--- config.mk ---
export PLATFORM = sky130hd
export DESIGN_NAME = grapheme_cluster_segmenter_flat
export DESIGN_NICKNAME = d
export VERILOG_FILES = /design/src/design/gcs_pkg.sv /design/src/design/gcs_ifs.sv /design/src/design/grapheme_cluster_segmenter.sv /design/src/flat_wrapper.sv
export SDC_FILE = /design/constraint.sdc
export NUM_CORES = 1
export LEC_CHECK = 0
export BUFFER_PORTS_ARGS = -buffer_cell sky130_fd_sc_hd__buf_2
export CAP_MARGIN = 10
export CORE_MARGIN = 10
export CORE_UTILIZATION = 40
export CTS_CLUSTER_DIAMETER = 30
export CTS_CLUSTER_SIZE = 20
export DETAILED_ROUTE_END_ITERATION = 8
export HOLD_SLACK_MARGIN = 0.15
export PLACE_DENSITY = 0.56
export RECOVER_POWER = 25
export REMOVE_ABC_BUFFERS = 1
export SYNTH_ARGS = -nofsm -noshare
export SYNTH_HDL_FRONTEND = slang
export SYNTH_SLANG_ARGS = --single-unit
--- constraint.sdc ---
create_clock -name clk -period 19.35 [get_ports clk]
set_input_delay 3.87 -clock clk [delete_from_list [all_inputs] [get_ports clk]]
set_output_delay 3.87 -clock clk [all_outputs]
set_load 0.02 [all_outputs]
--- src/design/gcs_pkg.sv ---
package gcs_pkg;

	localparam int POSITION_BITS = 24;
	localparam int COUNT_BITS = 8;
	localparam int CLASS_BITS = 6;
	localparam int KIND_BITS = 4;
	localparam int WIDTH_BITS = 2;
	localparam int CFG_ADDR_BITS = 3;
	localparam int FIFO_DEPTH = 4;
	localparam int FIFO_PTR_BITS = $clog2(FIFO_DEPTH);

	typedef enum logic [KIND_BITS-1:0] {
		BK_OTHER = 4'd0,
		BK_CR = 4'd1,
		BK_LF = 4'd2,
		BK_CONTROL = 4'd3,
		BK_EXTEND = 4'd4,
		BK_SPACINGMARK = 4'd5,
		BK_PREPEND = 4'd6,
		BK_L = 4'd7,
		BK_V = 4'd8,
		BK_T = 4'd9,
		BK_LV = 4'd10,
		BK_LVT = 4'd11
	} break_kind_t;

	typedef enum logic [WIDTH_BITS-1:0] {
		WK_NARROW = 2'd0,
		WK_FULL = 2'd1,
		WK_WIDE = 2'd2,
		WK_ZERO = 2'd3
	} width_kind_t;

	typedef enum logic [CFG_ADDR_BITS-1:0] {
		CFG_SPACE = 3'd0,
		CFG_SOUTH_ASIAN = 3'd1,
		CFG_COMBINING = 3'd2,
		CFG_ALPHABETIC = 3'd3,
		CFG_KEEP_THAI = 3'd4
	} cfg_reg_t;

	typedef struct packed {
		logic [KIND_BITS-1:0] break_kind;
		logic [WIDTH_BITS-1:0] width_kind;
		logic [CLASS_BITS-1:0] line_class;
		logic script_is_thai;
		logic end_of_string;
	} item_t;

	typedef struct packed {
		logic [POSITION_BITS-1:0] cluster_start;
		logic [COUNT_BITS-1:0] cluster_length;
		logic [COUNT_BITS-1:0] cluster_columns;
		logic [CLASS_BITS-1:0] cluster_line_class;
		logic string_done;
	} result_t;

endpackage

--- src/design/gcs_ifs.sv ---
interface gcs_cp_if;
	import gcs_pkg::*;

	logic valid;
	logic ready;
	logic [KIND_BITS-1:0] break_kind;
	logic [WIDTH_BITS-1:0] width_kind;
	logic [CLASS_BITS-1:0] line_class;
	logic script_is_thai;
	logic end_of_string;

	modport source (
		output valid, break_kind, width_kind, line_class, script_is_thai, end_of_string,
		input ready
	);
	modport sink (
		input valid, break_kind, width_kind, line_class, script_is_thai, end_of_string,
		output ready
	);
endinterface

interface gcs_cl_if;
	import gcs_pkg::*;

	logic valid;
	logic ready;
	logic [POSITION_BITS-1:0] cluster_start;
	logic [COUNT_BITS-1:0] cluster_length;
	logic [COUNT_BITS-1:0] cluster_columns;
	logic [CLASS_BITS-1:0] cluster_line_class;
	logic string_done;

	modport source (
		output valid, cluster_start, cluster_length, cluster_columns, cluster_line_class,
		output string_done,
		input ready
	);
	modport sink (
		input valid, cluster_start, cluster_length, cluster_columns, cluster_line_class,
		input string_done,
		output ready
	);
endinterface

interface gcs_cfg_if;
	import gcs_pkg::*;

	logic valid;
	logic ready;
	logic [CFG_ADDR_BITS-1:0] addr;
	logic [CLASS_BITS-1:0] data;

	modport source (output valid, addr, data, input ready);
	modport sink (input valid, addr, data, output ready);
endinterface

--- src/design/grapheme_cluster_segmenter.sv ---
// Grapheme cluster segmenter. Takes one classified code point per cycle on
// code_point and reports each finished grapheme cluster on cluster: start
// index, length, display columns and line break class (SA remapped). A
// cluster is reported when the next code point opens a new one or when the
// end-of-string mark arrives; one code point can release two clusters. Each
// code point is held in the input register and is then folded into the
// open-cluster state, writing its results into a four-entry result queue.
// Sustained rate is one code point per cycle while the result side keeps up;
// input stalls only when fewer than two queue entries are free. A result is
// written into the queue as the code point that releases it is folded in.
// Configuration is on cfg, always ready; the user must write it only while
// idle, which the block itself does not enforce.
module grapheme_cluster_segmenter (
	input logic clk,
	input logic arst_n,
	gcs_cp_if.sink code_point,
	gcs_cl_if.source cluster,
	gcs_cfg_if.sink cfg
);
	import gcs_pkg::*;

	typedef struct packed {
		logic [POSITION_BITS-1:0] start;
		logic [COUNT_BITS-1:0] length;
		logic [KIND_BITS-1:0] prior;
		logic [KIND_BITS-1:0] head;
		logic [CLASS_BITS-1:0] line;
		logic thai;
		logic [COUNT_BITS-1:0] base;
		logic [COUNT_BITS-1:0] prep;
		logic [COUNT_BITS-1:0] ext;
	} open_t;

	function automatic logic [COUNT_BITS-1:0] sat_add(input logic [COUNT_BITS-1:0] a,
			input logic [COUNT_BITS-1:0] b);
		logic [COUNT_BITS:0] s;
		s = {1'b0, a} + {1'b0, b};
		return s[COUNT_BITS] ? {COUNT_BITS{1'b1}} : s[COUNT_BITS-1:0];
	endfunction

	function automatic logic hangul_joins(input logic [KIND_BITS-1:0] p,
			input logic [KIND_BITS-1:0] n);
		logic r;
		case (p)
			BK_L: r = (n == BK_L) || (n == BK_V) || (n == BK_LV) || (n == BK_LVT);
			BK_LV, BK_V: r = (n == BK_V) || (n == BK_T);
			BK_LVT, BK_T: r = (n == BK_T);
			default: r = 1'b0;
		endcase
		return r;
	endfunction

	function automatic result_t emit(input open_t st, input logic done,
			input logic [CLASS_BITS-1:0] sa_code, input logic [CLASS_BITS-1:0] cm_code,
			input logic [CLASS_BITS-1:0] al_code, input logic keep_thai);
		result_t r;
		r.cluster_start = st.start;
		r.cluster_length = st.length;
		r.cluster_columns = sat_add(sat_add(st.base, st.prep), st.ext);
		r.cluster_line_class = st.line;
		if ((st.line == sa_code) && !(keep_thai && st.thai)) begin
			r.cluster_line_class = ((st.head == BK_EXTEND) || (st.head == BK_SPACINGMARK)) ?
				cm_code : al_code;
		end
		r.string_done = done;
		return r;
	endfunction

	// configuration
	logic [CLASS_BITS-1:0] space_code_q;
	logic [CLASS_BITS-1:0] sa_code_q;
	logic [CLASS_BITS-1:0] cm_code_q;
	logic [CLASS_BITS-1:0] al_code_q;
	logic keep_thai_q;

	assign cfg.ready = 1'b1;

	always_ff @(posedge clk or negedge arst_n) begin
		if (!arst_n) begin
			space_code_q <= CLASS_BITS'(0);
			sa_code_q <= CLASS_BITS'(1);
			cm_code_q <= CLASS_BITS'(2);
			al_code_q <= CLASS_BITS'(3);
			keep_thai_q <= 1'b0;
		end else if (cfg.valid) begin
			case (cfg_reg_t'(cfg.addr))
				CFG_SPACE: space_code_q <= cfg.data;
				CFG_SOUTH_ASIAN: sa_code_q <= cfg.data;
				CFG_COMBINING: cm_code_q <= cfg.data;
				CFG_ALPHABETIC: al_code_q <= cfg.data;
				CFG_KEEP_THAI: keep_thai_q <= cfg.data[0];
				default: ;
			endcase
		end
	end

	// input register
	logic valid_s1;
	item_t item_s1;
	logic [FIFO_PTR_BITS:0] cnt_q;
	logic proc;

	assign proc = valid_s1 && (cnt_q <= (FIFO_PTR_BITS + 1)'(FIFO_DEPTH - 2));
	assign code_point.ready = !valid_s1 || proc;

	always_ff @(posedge clk or negedge arst_n) begin
		if (!arst_n) begin
			valid_s1 <= 1'b0;
		end else if (code_point.ready) begin
			valid_s1 <= code_point.valid;
		end
	end

	always_ff @(posedge clk) begin
		if (code_point.ready) begin
			item_s1.break_kind <= code_point.break_kind;
			item_s1.width_kind <= code_point.width_kind;
			item_s1.line_class <= code_point.line_class;
			item_s1.script_is_thai <= code_point.script_is_thai;
			item_s1.end_of_string <= code_point.end_of_string;
		end
	end

	// open-cluster state
	open_t st_q, st_d;
	logic open_q, open_d;
	logic closed_q, closed_d;
	logic [POSITION_BITS-1:0] pos_q, pos_d;
	logic [KIND_BITS-1:0] bk;
	logic [COUNT_BITS-1:0] col;
	logic joined;
	logic emit_a;
	result_t res_a, res_b, first, second;
	logic [1:0] npush;

	always_comb begin
		bk = (item_s1.break_kind > BK_LVT) ? BK_OTHER : item_s1.break_kind;
		case (item_s1.width_kind)
			WK_FULL, WK_WIDE: col = COUNT_BITS'(2);
			WK_ZERO: col = COUNT_BITS'(0);
			default: col = COUNT_BITS'(1);
		endcase

		st_d = st_q;
		open_d = open_q;
		closed_d = closed_q;
		joined = 1'b0;

		if (open_q && !closed_q) begin
			if (st_q.prior == BK_CR) begin
				if (bk == BK_LF) begin
					joined = 1'b1;
					st_d.base = sat_add(st_q.base, col);
					closed_d = 1'b1;
				end
			end else if ((bk == BK_CONTROL) || (bk == BK_CR) || (bk == BK_LF)) begin
				joined = 1'b0;
			end else if (hangul_joins(st_q.prior, bk)) begin
				joined = 1'b1;
				st_d.base = COUNT_BITS'(2);
				st_d.prior = bk;
			end else if ((bk == BK_EXTEND) || (bk == BK_SPACINGMARK)) begin
				joined = 1'b1;
				st_d.ext = sat_add(st_q.ext, col);
			end else if (st_q.prior == BK_PREPEND) begin
				joined = 1'b1;
				st_d.line = item_s1.line_class;
				st_d.head = bk;
				st_d.thai = item_s1.script_is_thai;
				st_d.prep = sat_add(st_q.prep, st_q.base);
				st_d.base = col;
				st_d.prior = bk;
			end
		end

		emit_a = !joined && open_q;
		if (joined) begin
			st_d.length = sat_add(st_q.length, COUNT_BITS'(1));
		end else begin
			open_d = 1'b1;
			st_d.start = pos_q;
			st_d.length = COUNT_BITS'(1);
			st_d.prior = bk;
			st_d.head = bk;
			st_d.line = item_s1.line_class;
			st_d.thai = item_s1.script_is_thai;
			st_d.base = col;
			st_d.prep = COUNT_BITS'(0);
			st_d.ext = COUNT_BITS'(0);
			closed_d = (bk == BK_LF) || (bk == BK_CONTROL) ||
				((bk != BK_CR) && (item_s1.line_class == space_code_q));
		end
		pos_d = pos_q + POSITION_BITS'(1);

		res_a = emit(st_q, 1'b0, sa_code_q, cm_code_q, al_code_q, keep_thai_q);
		res_b = emit(st_d, 1'b1, sa_code_q, cm_code_q, al_code_q, keep_thai_q);

		if (item_s1.end_of_string) begin
			open_d = 1'b0;
			closed_d = 1'b0;
			pos_d = POSITION_BITS'(0);
		end

		first = emit_a ? res_a : res_b;
		second = res_b;
		npush = proc ? (2'(emit_a) + 2'(item_s1.end_of_string)) : 2'd0;
	end

	always_ff @(posedge clk or negedge arst_n) begin
		if (!arst_n) begin
			st_q <= '0;
			open_q <= 1'b0;
			closed_q <= 1'b0;
			pos_q <= '0;
		end else if (proc) begin
			st_q <= st_d;
			open_q <= open_d;
			closed_q <= closed_d;
			pos_q <= pos_d;
		end
	end

	// result queue
	result_t fifo_q [FIFO_DEPTH];
	logic [FIFO_PTR_BITS-1:0] wr_ptr_q, rd_ptr_q;
	logic pop;
	result_t head_res;

	assign pop = cluster.valid && cluster.ready;
	assign head_res = fifo_q[rd_ptr_q];
	assign cluster.valid = (cnt_q != '0);
	assign cluster.cluster_start = head_res.cluster_start;
	assign cluster.cluster_length = head_res.cluster_length;
	assign cluster.cluster_columns = head_res.cluster_columns;
	assign cluster.cluster_line_class = head_res.cluster_line_class;
	assign cluster.string_done = head_res.string_done;

	always_ff @(posedge clk) begin
		if (npush != 2'd0) begin
			fifo_q[wr_ptr_q] <= first;
		end
		if (npush == 2'd2) begin
			fifo_q[wr_ptr_q + FIFO_PTR_BITS'(1)] <= second;
		end
	end

	always_ff @(posedge clk or negedge arst_n) begin
		if (!arst_n) begin
			wr_ptr_q <= '0;
			rd_ptr_q <= '0;
			cnt_q <= '0;
		end else begin
			wr_ptr_q <= wr_ptr_q + FIFO_PTR_BITS'(npush);
			rd_ptr_q <= rd_ptr_q + FIFO_PTR_BITS'(pop);
			cnt_q <= cnt_q + (FIFO_PTR_BITS + 1)'(npush) - (FIFO_PTR_BITS + 1)'(pop);
		end
	end

endmodule

--- src/flat_wrapper.sv ---
// flat-port wrapper written by rule: the top's interface ports become plain ports
module grapheme_cluster_segmenter_flat import gcs_pkg::*;
  (clk, arst_n, code_point_valid, code_point_break_kind, code_point_width_kind, code_point_line_class, code_point_script_is_thai, code_point_end_of_string, code_point_ready, cluster_valid, cluster_cluster_start, cluster_cluster_length, cluster_cluster_columns, cluster_cluster_line_class, cluster_string_done, cluster_ready, cfg_valid, cfg_addr, cfg_data, cfg_ready);
  gcs_cp_if code_point_i ();
  gcs_cl_if cluster_i ();
  gcs_cfg_if cfg_i ();
  input logic clk;
  input logic arst_n;
  input wire logic [$bits(code_point_i.valid)-1:0] code_point_valid;
  input wire logic [$bits(code_point_i.break_kind)-1:0] code_point_break_kind;
  input wire logic [$bits(code_point_i.width_kind)-1:0] code_point_width_kind;
  input wire logic [$bits(code_point_i.line_class)-1:0] code_point_line_class;
  input wire logic [$bits(code_point_i.script_is_thai)-1:0] code_point_script_is_thai;
  input wire logic [$bits(code_point_i.end_of_string)-1:0] code_point_end_of_string;
  output wire logic [$bits(code_point_i.ready)-1:0] code_point_ready;
  output wire logic [$bits(cluster_i.valid)-1:0] cluster_valid;
  output wire logic [$bits(cluster_i.cluster_start)-1:0] cluster_cluster_start;
  output wire logic [$bits(cluster_i.cluster_length)-1:0] cluster_cluster_length;
  output wire logic [$bits(cluster_i.cluster_columns)-1:0] cluster_cluster_columns;
  output wire logic [$bits(cluster_i.cluster_line_class)-1:0] cluster_cluster_line_class;
  output wire logic [$bits(cluster_i.string_done)-1:0] cluster_string_done;
  input wire logic [$bits(cluster_i.ready)-1:0] cluster_ready;
  input wire logic [$bits(cfg_i.valid)-1:0] cfg_valid;
  input wire logic [$bits(cfg_i.addr)-1:0] cfg_addr;
  input wire logic [$bits(cfg_i.data)-1:0] cfg_data;
  output wire logic [$bits(cfg_i.ready)-1:0] cfg_ready;
  assign code_point_i.valid = code_point_valid;
  assign code_point_i.break_kind = code_point_break_kind;
  assign code_point_i.width_kind = code_point_width_kind;
  assign code_point_i.line_class = code_point_line_class;
  assign code_point_i.script_is_thai = code_point_script_is_thai;
  assign code_point_i.end_of_string = code_point_end_of_string;
  assign code_point_ready = code_point_i.ready;
  assign cluster_valid = cluster_i.valid;
  assign cluster_cluster_start = cluster_i.cluster_start;
  assign cluster_cluster_length = cluster_i.cluster_length;
  assign cluster_cluster_columns = cluster_i.cluster_columns;
  assign cluster_cluster_line_class = cluster_i.cluster_line_class;
  assign cluster_string_done = cluster_i.string_done;
  assign cluster_i.ready = cluster_ready;
  assign cfg_i.valid = cfg_valid;
  assign cfg_i.addr = cfg_addr;
  assign cfg_i.data = cfg_data;
  assign cfg_ready = cfg_i.ready;
  grapheme_cluster_segmenter u_core (.clk(clk), .arst_n(arst_n), .code_point(code_point_i), .cluster(cluster_i), .cfg(cfg_i));
endmodule
==> results of run 1 <==
-- layer usage --
| metal | part of all wire | global-route usage | wire length [microns] | vias up |
|---|---|---|---|---|
| li1 | - | - | - | 5815 |
| met1 | 0.43 | 0.211 | 19500 | 6138 |
| met2 | 0.50 | 0.295 | 22900 | 324 |
| met3 | 0.048 | 0.0391 | 2180 | 80 |
| met4 | 0.023 | 0.0650 | 1070 | 0 |
| met5 | 0 | 0 | 0 | - |
-- final timing paths --
kind                                           from                      to  slack (ps)  cells after the start
worst max-delay path             u_core.item_s1[12]    u_core.fifo_q[0][12]        9430                     28
worst min-delay path            u_core.fifo_q[0][0]     u_core.fifo_q[0][0]         460                      1
worst max register to register   u_core.item_s1[12]    u_core.fifo_q[0][12]        9430                     28
worst min register to register  u_core.fifo_q[0][0]     u_core.fifo_q[0][0]         460                      1
max in group asynchronous                    arst_n      u_core.rd_ptr_q[0]       11090                      1
min in group asynchronous                    arst_n  u_core.space_code_q[0]        4980                      1
-- registers in the layout, indices dropped and copies added (netlist names) --
register and flops:
u_core.sa_code_q 6, u_core.rd_ptr_q 2, u_core.open_q 1, u_core.al_code_q 6, u_core.cm_code_q 6, u_core.closed_q 1, u_core.res_a 32, u_core.wr_ptr_q 2
u_core.valid_s1 1, u_core.space_code_q 6, u_core.keep_thai_q 1, u_core.fifo_q 188, u_core.item_s1 14, u_core.cnt_q 3, u_core.st_q 38, u_core.pos_q 24
-- power by group through the flow --
stage | logic (W) | clock network [W] | registers [W]
global placement | 0.000994 | 0 | 0.00107
CTS | 0.00101 | 0.00148 | 0.00106
detailed placement | 0.00100 | 0 | 0.00107
floorplan | 0.000677 | 0 | 0.00103
global route | 0.00106 | 0.00153 | 0.00108
finish | 0.000976 | 0.00146 | 0.00106
-- cell type report --
class	instances	area (sq um)	area share
repair buffers	94	498	0.0233
clock inverters	49	668	0.0313
flip-flops and latches	331	9260	0.433
multi-input cells	1003	7720	0.361
well taps	585	732	0.0342
clock buffers	110	2330	0.109
inverters	45	169	0.00790
-- stage by stage --
step	cell area, sq um	std cells	worst slack, ps	hold slack (ps)	util
2_1_floorplan	17200	1379	12780	435	-
3_3_place_gp	18500	2058	12040	443	0.427
3_5_place_dp	18500	2058	11800	451	0.427
4_1_cts	21500	2217	11770	461	0.496
5_1_grt	21400	2217	8330	477	0.494
6_report	21400	2217	9430	457	0.494
-- cells in the final DEF (no fill, tap or decap), types with 9 or more instances in the layout --
cell       count
a21o_1        12
a21oi_1       81
a22o_1        96
and3_1        17
buf_2         74
buf_4         14
bufinv_16     13
clkbuf_1      21
clkbuf_16     86
clkbuf_8       9
clkinv_2      10
dfrtp_1      123
edfxtp_1     198
ha_1          48
inv_1         40
mux2_2        64
mux2i_1       20
mux4_2        47
nand2_1      124
nand2b_1      19
nand3_1       34
nor2_1        91
nor3_1         9
o21ai_0       62
o21bai_1      14
o22ai_1       52
o31ai_1       11
or3_1         13
xnor2_1       30
xor2_1        29
-- critical path: cells and delay by family, from the launching register on --
kind	cells	cell delay, ps
compound gates	16	5800
fa+ha+maj	5	1820
simple gates	7	1590
flops	1	410
-- kinds of logic after synthesis --
family | Yosys count
xor gates and xnor gates | 59
AOI/OAI and AO/OA | 400
adders and majority gates | 55
buffers and inverters | 133
DFF | 331
other | 1
and+or+nand+nor | 355
muxes | 133
==> metrics.md, run 1 <==
| Metric | Value |
|---|---|
| Ant diodes | 0 |
| CTS tree | done |
| CP peak stage delay | 2550 ps |
| Synth cell count leaders | 198 x edfxtp_1, 125 x dfrtp_1, 124 x nand2_1 |
| Leading cell type by number of instances after synthesis | edfxtp_1 |
| Routed via count | 12.4k |
| Flop pwr share | 0.303 |
| CTS Buf Count | 85 |
| Net Sw Frac | 0.340 |
| Failing checks | max-capacitance violations, max-slew violations |
| Clock Skews | 28.0 ps |
| # IOs | 78 |
| Share of cells above drive strength 1 | 0.227 |
| Final hold vios | 0 |
| Switch Pwr | 0.00119 W |
| CP Capture Type | flop |
| Max Root-Sink Buffers | 3 |
| Area share of fa/ha/maj cells after synthesis | 0.0422 |
| Sequential area share after synthesis | 0.527 |
| Worst-margin pin slew | 4730 ps |
| Ys Warns | 0 |
| P_int | 0.00231 W |
| Area growth syn-to-layout | 21.7% |
| Simple-gate area share of the yosys netlist | 0.0963 |
| CP Launch Type | flop |
| Clock-pin slew on the worst setup and hold paths | 40 ps |
| Synth unique cells | 83 |
| Initial cell density of the core | 0.406 |
| HP Class | flop to flop |
| Total global-route track usage | 0.173 |
| Rel. slew slack | -2.15 |
| First-pass GRT wire length | 72900 microns |
| RSZ-0062 raised after global routing | no |
| Mux share of post-synthesis cell area | 0.114 |
| Drt wl/cell | 20.6 microns |
| Status | complete, but fails checks |
| Clock Power Share | 0.418 |
| DRT Pass-1 Iters | 5 |
| Remaining global-route overflow | 0 |
| DRT antenna net count | 0 |
| Tmin final | 9920 ps |
| Post-route clock period utilization | 0.512 |
| Root buffer cell | clkbuf_16 |
| Slew Viols, Final | 171 |
| Die height | 230 microns |
| Post-CTS setup buffer count | 0 |
| FF+latch count, synth | 331 |
| Row Count | 76 |
| Post-CTS Resized | 0 |
| Port bufs | 76 |
| Top cell type's share of synthesized area | 0.339 |
| Initial antenna violation count | 0 |
| Pleak | 8.32 nW |
| Peak supply drop | 0.129 mV |
| Primary FF master, synth | edfxtp_1 |
| GPL Wtd Cong | 0.833 |
| Die width | 230 microns |
| Netlist Area Pre-Place | 17600 sq um |
| Vias/cell | 5.57 |
| Combinational power share | 0.279 |
| Final WL | 45600 microns |
| Post-CTS Hold Buffers | 0 |
| DR iter-0 viols | 997 |
| Compound-cell area share of the yosys netlist | 0.159 |
| Worst-skew pair later-pin latency | 610 ps |
| DRC errors left | 0 |
| Vias in the first global route | 12.9k |
| FMAX | 101 MHz |
| Post-Syn Instances | 1467 |
| Area leader, netlist | edfxtp_1 |
| Top cells by area, synth | edfxtp_1 34%, dfrtp_1 18%, mux4_2 6.0% |
| Power Total | 0.00350 W |
| Xor/xnor share of the synthesized area | 0.0294 |
| Core area | 43300 sq um |
| Setup_tns | 0 ps |
| EDFF count, synth | 198 |
| Crit path required time | 19660 ps |
| Cell mode on critical path | a21oi_1 |
| Overall die area | 52700 sq um |
| Power Dens Cells | 164 nW/um^2 |
| Mapped Avg Cell Area | 12.0 sq um |
| Kind of critical path | flop to flop |
| Critical path's slowest cell | o21ai_0 |
| Largest net degree at the start of global routing | 82 |
| # H-tree levels | 3 |
| Async S/R FF share, synth | 0.390 |
| Setup Viol. Count Final | 0 |
| Filler cell count | 3794 |
| Max-Cap Viols | 4 |
| Largest family of logic cells by synthesized area | compound AO/OA/AOI/OAI gates |
| CTS sink cnt | 331 |
| Final #Nets | 1643 |
| Worst-path fanout max | 25 |
| Arr. time, crit path | 10230 ps |
| DP Wirelength | 29500 microns |
Note: power is estimated with default switching activity, not from simulation.
==> run 2, diff against run 1 <==
--- a/config.mk
+++ b/config.mk
@@ -5,6 +5,7 @@
 export SDC_FILE = /design/constraint.sdc
 export NUM_CORES = 1
 export LEC_CHECK = 0
+export ABC_AREA = 1
 export BUFFER_PORTS_ARGS = -buffer_cell sky130_fd_sc_hd__buf_2
 export CAP_MARGIN = 10
 export CORE_MARGIN = 10
==> constraint.sdc (replaced) <==
create_clock -name clk -period 9.2 [get_ports clk]
set_input_delay 1.84 -clock clk [delete_from_list [all_inputs] [get_ports clk]]
set_output_delay 1.84 -clock clk [all_outputs]
set_load 0.02 [all_outputs]
==> metrics.md, run 2 <==
| Metric | Value |
|---|---|
| R2r startpoint | u_core.st_q[16] |
| R2R Setup Slk | 2320 ps |
| Post-CTS Hold Buffers | 0 |
| Leading cell type by number of instances after synthesis | nand2_1 |
| Combinational power share | 0.376 |
| Clock Power Share | 0.357 |
| Rel. slew slack | -2.00 |
| Remaining global-route overflow | 0 |
| Primary FF master, synth | edfxtp_1 |
| Synth unique cells | 56 |
| Most flops, register | u_core.fifo_q |
| Initial cell density of the core | 0.407 |
| CP Launch Type | flop |
| HP Class | flop to flop |
| DP Wirelength | 31500 microns |
| Number of flip-flops in the largest register | 188 |
| Drt wl/cell | 19.2 microns |
| Crit-path leading delay family | compound AO/OA/AOI/OAI gates |
| Slew Viols, Final | 137 |
| Vias/cell | 5.56 |
| Root buffer cell | clkbuf_16 |
| Post-Syn Instances | 2077 |
| Final Cell Area | 21700 sq um |
| Area growth syn-to-layout | 19.5% |
| Final hold vios | 0 |
| Flop pwr share | 0.268 |
| Final core utilization | 0.487 |
| CP Capture Type | flop |
| Tmin final | 6880 ps |
| Hold_sp | u_core.fifo_q[1][0] |
| Number of cells on the worst reg-to-reg path | 36 |
| Final #Nets | 2230 |
| CP peak stage delay | 740 ps |
| Worst-skew pair later-pin latency | 600 ps |
| Share of cells above drive strength 1 | 0.123 |
| Core area | 44500 sq um |
| Clock Skews | 38.2 ps |
| Kind of critical path | flop to flop |
| Overall die area | 54200 sq um |
| DRC errors left | 0 |
| Multi-input logic area | 7660 sq um |
| Most frequent cells in the layout | 399 x nand2_1, 266 x o21ai_0, 221 x o22ai_1 |
| Port bufs | 76 |
| Die height | 233 microns |
| Failing checks | max-capacitance violations, max-slew violations |
| FMAX | 145 MHz |
| GPL Wtd Cong | 0.870 |
| Max-Cap Viols | 2 |
| Area leader, netlist | edfxtp_1 |
| DRT antenna net count | 0 |
| Largest net degree at the start of global routing | 96 |
| Mapped Avg Cell Area | 8.73 sq um |
| Status | complete, but fails checks |
| Routed via count | 15.6k |
| Row Count | 77 |
| Pleak | 9.26 nW |
| Most common cell after layout, fill and taps aside | nand2_1 |
| Critical path's slowest cell | o41ai_2 |
| CTS sink cnt | 331 |
| Hold depth | 2 |
| P_int | 0.00465 W |
| CP Buf/Inv Count | 6 |
| Final WL | 53800 microns |
| Switch Pwr | 0.00316 W |
| Async S/R FF share, synth | 0.390 |
| Vias in the first global route | 15.5k |
| Worst-margin pin slew | 4510 ps |
| Post-CTS setup buffer count | 0 |
| Power Total | 0.00781 W |
| CTS Buf Count | 79 |
| Worst hold endpoint | u_core.fifo_q[1][0] |
| Net Sw Frac | 0.405 |
| Synth cell count leaders | 403 x nand2_1, 266 x o21ai_0, 221 x o22ai_1 |
| Peak supply drop | 0.241 mV |
| # IOs | 78 |
| Worst-path fanout max | 8 |
| Die width | 233 microns |
| Crit path required time | 9630 ps |
| EDFF count, synth | 198 |
| CTS tree | done |
| DR iter-0 viols | 1399 |
| Top cell type's share of synthesized area | 0.328 |
| Area after DPL | 19000 sq um |
| DRT Pass-1 Iters | 5 |
| # H-tree levels | 3 |
| First-pass GRT wire length | 85000 microns |
| Cell mode on critical path | nand2_1 |
| Ys Warns | 0 |
| Filler cell count | 4229 |
| Arr. time, crit path | 7300 ps |
| Netlist Area Pre-Place | 18100 sq um |
| FF+latch count, synth | 331 |
| RSZ-0062 raised after global routing | no |
| Ant diodes | 0 |
| Power Dens Cells | 361 nW/um^2 |
| Max Root-Sink Buffers | 3 |
| Setup_tns | 0 ps |
| Total global-route track usage | 0.198 |
| FF-to-FF End | u_core.fifo_q[1][11] |
| Clock-pin slew on the worst setup and hold paths | 40 ps |
| Setup Viol. Count Final | 0 |
| Initial antenna violation count | 0 |
| Top cells by area, synth | edfxtp_1 33%, dfrtp_1 17%, nand2_1 8.3% |
| Post-route clock period utilization | 0.747 |
| Register Area | 9260 sq um |
| Sequential area share after synthesis | 0.511 |
| Post-CTS Resized | 0 |
==> run 2: changes by cell type in the layout (fill, tap and decap cells not counted), sizes merged, moves of 19 or more <==
cell    change
o21ai     +210
nor2       +90
nand2     +283
inv       +162
a22o       -88
nor3       +19
nand3      +66
nand2b     -19
mux2       -60
mux4       -47
a21oi      -33
o22ai     +169
==> run 2: power groups by stage <==
stage	clock network (W)	logic, W	registers, W
floorplan	0	0.00187	0.00213
global placement	0	0.00289	0.00211
detailed placement	0	0.00292	0.00211
CTS	0.00282	0.00294	0.00209
global route	0.00290	0.00326	0.00212
finish	0.00279	0.00293	0.00209
==> run 2: worst register-to-register path: cells and delay by family, from the launching register on <==
kind	cells	cell delay, ps
flops	1	400
compound gates	15	3460
simple gates	10	740
buf+inv	6	480
fa+ha+maj	5	1630
==> run 2: how the worst max path moves through the flow <==
stage | startpoint | end | slack, ps | cells past startpoint
finish | u_core.st_q[16] | u_core.fifo_q[1][11] | 2320 | 36
global route | u_core.st_q[16] | u_core.fifo_q[2][13] | 1280 | 36
CTS | u_core.st_q[16] | u_core.fifo_q[3][8] | 2360 | 37
detailed placement | u_core.st_q[16] | u_core.fifo_q[2][13] | 2350 | 36
global placement | u_core.st_q[16] | u_core.fifo_q[2][10] | 2460 | 36
floorplan | u_core.item_s1[12] | u_core.fifo_q[0][14] | 3170 | 35
==> run 2: area by class of cell <==
type,instances,area share
Clock buffer,99,0.100
Clock inverter,47,0.0246
Inverter,211,0.0366
Multi-Input combinational cell,1431,0.354
Sequential cell,331,0.428
Tap cell,592,0.0342
Timing Repair Buffer,93,0.0231
==> run 2: cell families after synthesis <==
logic type	synth area share
AO/OA/AOI/OAI	0.190
AND/OR/NAND/NOR	0.171
flip-flops	0.511
XOR/XNOR	0.0116
buffers and inverters	0.0679
adder cells (fa/ha/maj)	0.0409
other	0.000207
multiplexers	0.00704
==> run 2: metrics by stage <==
stage / setup WS (ps) / hold slack [ps] / cells
after global routing: 1280 / 501 / 2804
after global placement: 2460 / 456 / 2658
after floorplan: 3170 / 446 / 1973
after detailed placement: 2350 / 466 / 2658
after CTS: 2360 / 477 / 2804
final: 2320 / 478 / 2804
==> run 2: metal layers <==
metal | wire length, microns | global-route usage
met2 | 24400 | 0.312
met5 | 0 | 0
met4 | 1360 | 0.0773
met3 | 3960 | 0.0398
met1 | 24100 | 0.265
==> run 3, diff against run 2 <==
==> constraint.sdc (replaced) <==
create_clock -name clk -period 6.4 [get_ports clk]
set_input_delay 1.28 -clock clk [delete_from_list [all_inputs] [get_ports clk]]
set_output_delay 1.28 -clock clk [all_outputs]
set_load 0.02 [all_outputs]
==> metrics.md, run 3 (synthesis results as in run 2) <==
| Metric | Value |
|---|---|
| Most frequent cells in the layout | 398 x nand2_1, 261 x o21ai_0, 221 x o22ai_1 |
| Post-route clock period utilization | 0.911 |
| Critical path's slowest cell | fa_1 |
| Setup_tns | 0 ps |
| Area growth syn-to-layout | 22.5% |
| R2r startpoint | u_core.st_q[8] |
| Hold Worst Slack | 481 ps |
| Rel. slew slack | -1.94 |
| Worst-margin pin slew | 4420 ps |
| Final Cell Area | 22200 sq um |
| Clock-pin slew on the worst setup and hold paths | 40 ps |
| Tmin final | 5830 ps |
| Ant diodes | 0 |
| Core area | 44500 sq um |
| Clock Skews | 35.0 ps |
| Kind of critical path | flop to flop |
| Cell mode on critical path | nand2_1 |
| CP Launch Type | flop |
| Initial antenna violation count | 0 |
| DP Wirelength | 32600 microns |
| Slew Viols, Final | 135 |
| Root buffer cell | clkbuf_16 |
| Post-CTS Hold Buffers | 0 |
| Worst Setup SP | u_core.st_q[8] |
| Worst-skew pair later-pin latency | 610 ps |
| Row Count | 77 |
| RSZ-0062 raised after global routing | no |
| Die height | 233 microns |
| Arr. time, crit path | 6140 ps |
| Final #Nets | 2249 |
| Most flops, register | u_core.fifo_q |
| Failing checks | max-capacitance violations, max-slew violations |
| DR iter-0 viols | 1606 |
| Vias/cell | 5.58 |
| Pleak | 9.52 nW |
| Hold_sp | u_core.fifo_q[1][0] |
| CTS tree | done |
| DRC errors left | 0 |
| Number of flip-flops in the largest register | 188 |
| Most common cell after layout, fill and taps aside | nand2_1 |
| Overall die area | 54200 sq um |
| Die width | 233 microns |
| Routed via count | 15.8k |
| CP Capture Type | flop |
| R2R Setup Slk | 570 ps |
| First-pass GRT wire length | 86700 microns |
| Peak supply drop | 0.430 mV |
| Worst-path fanout max | 7 |
| # H-tree levels | 3 |
| HP Class | flop to flop |
| CTS sink cnt | 331 |
| Filler cell count | 4116 |
| Crit path required time | 6710 ps |
| Setup Viol. Count Final | 0 |
| Initial cell density of the core | 0.407 |
| Final WL | 54500 microns |
| Area after DPL | 19100 sq um |
| Final core utilization | 0.499 |
| Remaining global-route overflow | 0 |
| DRT Pass-1 Iters | 6 |
| Largest net degree at the start of global routing | 96 |
| Vias in the first global route | 15.9k |
| CTS Buf Count | 81 |
| Drt wl/cell | 19.3 microns |
| Max-Cap Viols | 2 |
| Power Dens Cells | 529 nW/um^2 |
| FMAX | 171 MHz |
| CP peak stage delay | 430 ps |
| Final hold vios | 0 |
| Port bufs | 76 |
| # IOs | 78 |
| Power Total | 0.0117 W |
| DRT antenna net count | 0 |
| Share of cells above drive strength 1 | 0.142 |
| Status | complete, but fails checks |
| Total global-route track usage | 0.202 |
| GPL Wtd Cong | 0.888 |
| Max Root-Sink Buffers | 3 |
==> run 3: changes by cell type in the layout (fill, tap and decap cells not counted), moves of 7 or more <==
| cell | previous run | this run |
|---|---|---|
| buf_4 | 16 | 29 |
| a21oi_1 | 51 | 42 |
| a21oi_2 | 0 | 7 |
| bufinv_16 | 9 | 17 |
| clkinv_2 | 21 | 14 |
==> run 3: worst max-delay path: cells and delay by family, from the launching register on <==
family	cells	cell delay, ps
adders and majority gates	6	1860
AOI/OAI and AO/OA	14	1670
and+or+nand+nor	11	870
buffers and inverters	8	790
DFF	1	380
==> run 3: final timing paths <==
check,end,cells after the start
min in group asynchronous,u_core.res_a[31],1
worst min register to register,u_core.fifo_q[1][0],2
worst max-delay path,u_core.fifo_q[2][9],39
worst max register to register,u_core.fifo_q[2][9],39
worst min-delay path,u_core.fifo_q[1][0],2
max in group asynchronous,u_core.st_q[21],1
==> run 3: layer usage <==
layer	up-vias	global-route usage	share of wire
li1	7523	-	-
met1	7478	0.267	0.44
met2	654	0.324	0.45
met3	108	0.0425	0.087
met4	0	0.0690	0.022
met5	-	0	0
==> run 3: report_power, final <==
part | total (W) | switching (W) | leakage, nW | internal (W)
combinational | 0.00431 | 0.00314 | 4.38 | 0.00117
sequential | 0.00300 | 0.000189 | 3.70 | 0.00281
clock | 0.00443 | 0.00132 | 1.44 | 0.00311
==> run 3: cell type report <==
cell class	instances	area (sq um)	share of cell area
Clock buffer	99	2190	0.0985
Clock inverter	53	796	0.0358
Inverter	211	792	0.0357
Multi-Input combinational cell	1431	7760	0.349
Sequential cell	331	9260	0.417
Tap cell	592	741	0.0334
Timing Repair Buffer	110	671	0.0302
==> run 3: timing repair <==
item | CTS | global route
endpoints found under the setup margin | 5 | 32
resized for setup | 1 | 33
pin swaps | 0 | 8
buffers inserted | 0 | 8
==> run 3: per-stage QoR <==
step                std cells  worst slack (ps)
finish                   2827               567
global route             2827              38.0
CTS                      2819               141
detailed placement       2667             -23.4
global placement         2667               119
floorplan                1973               368
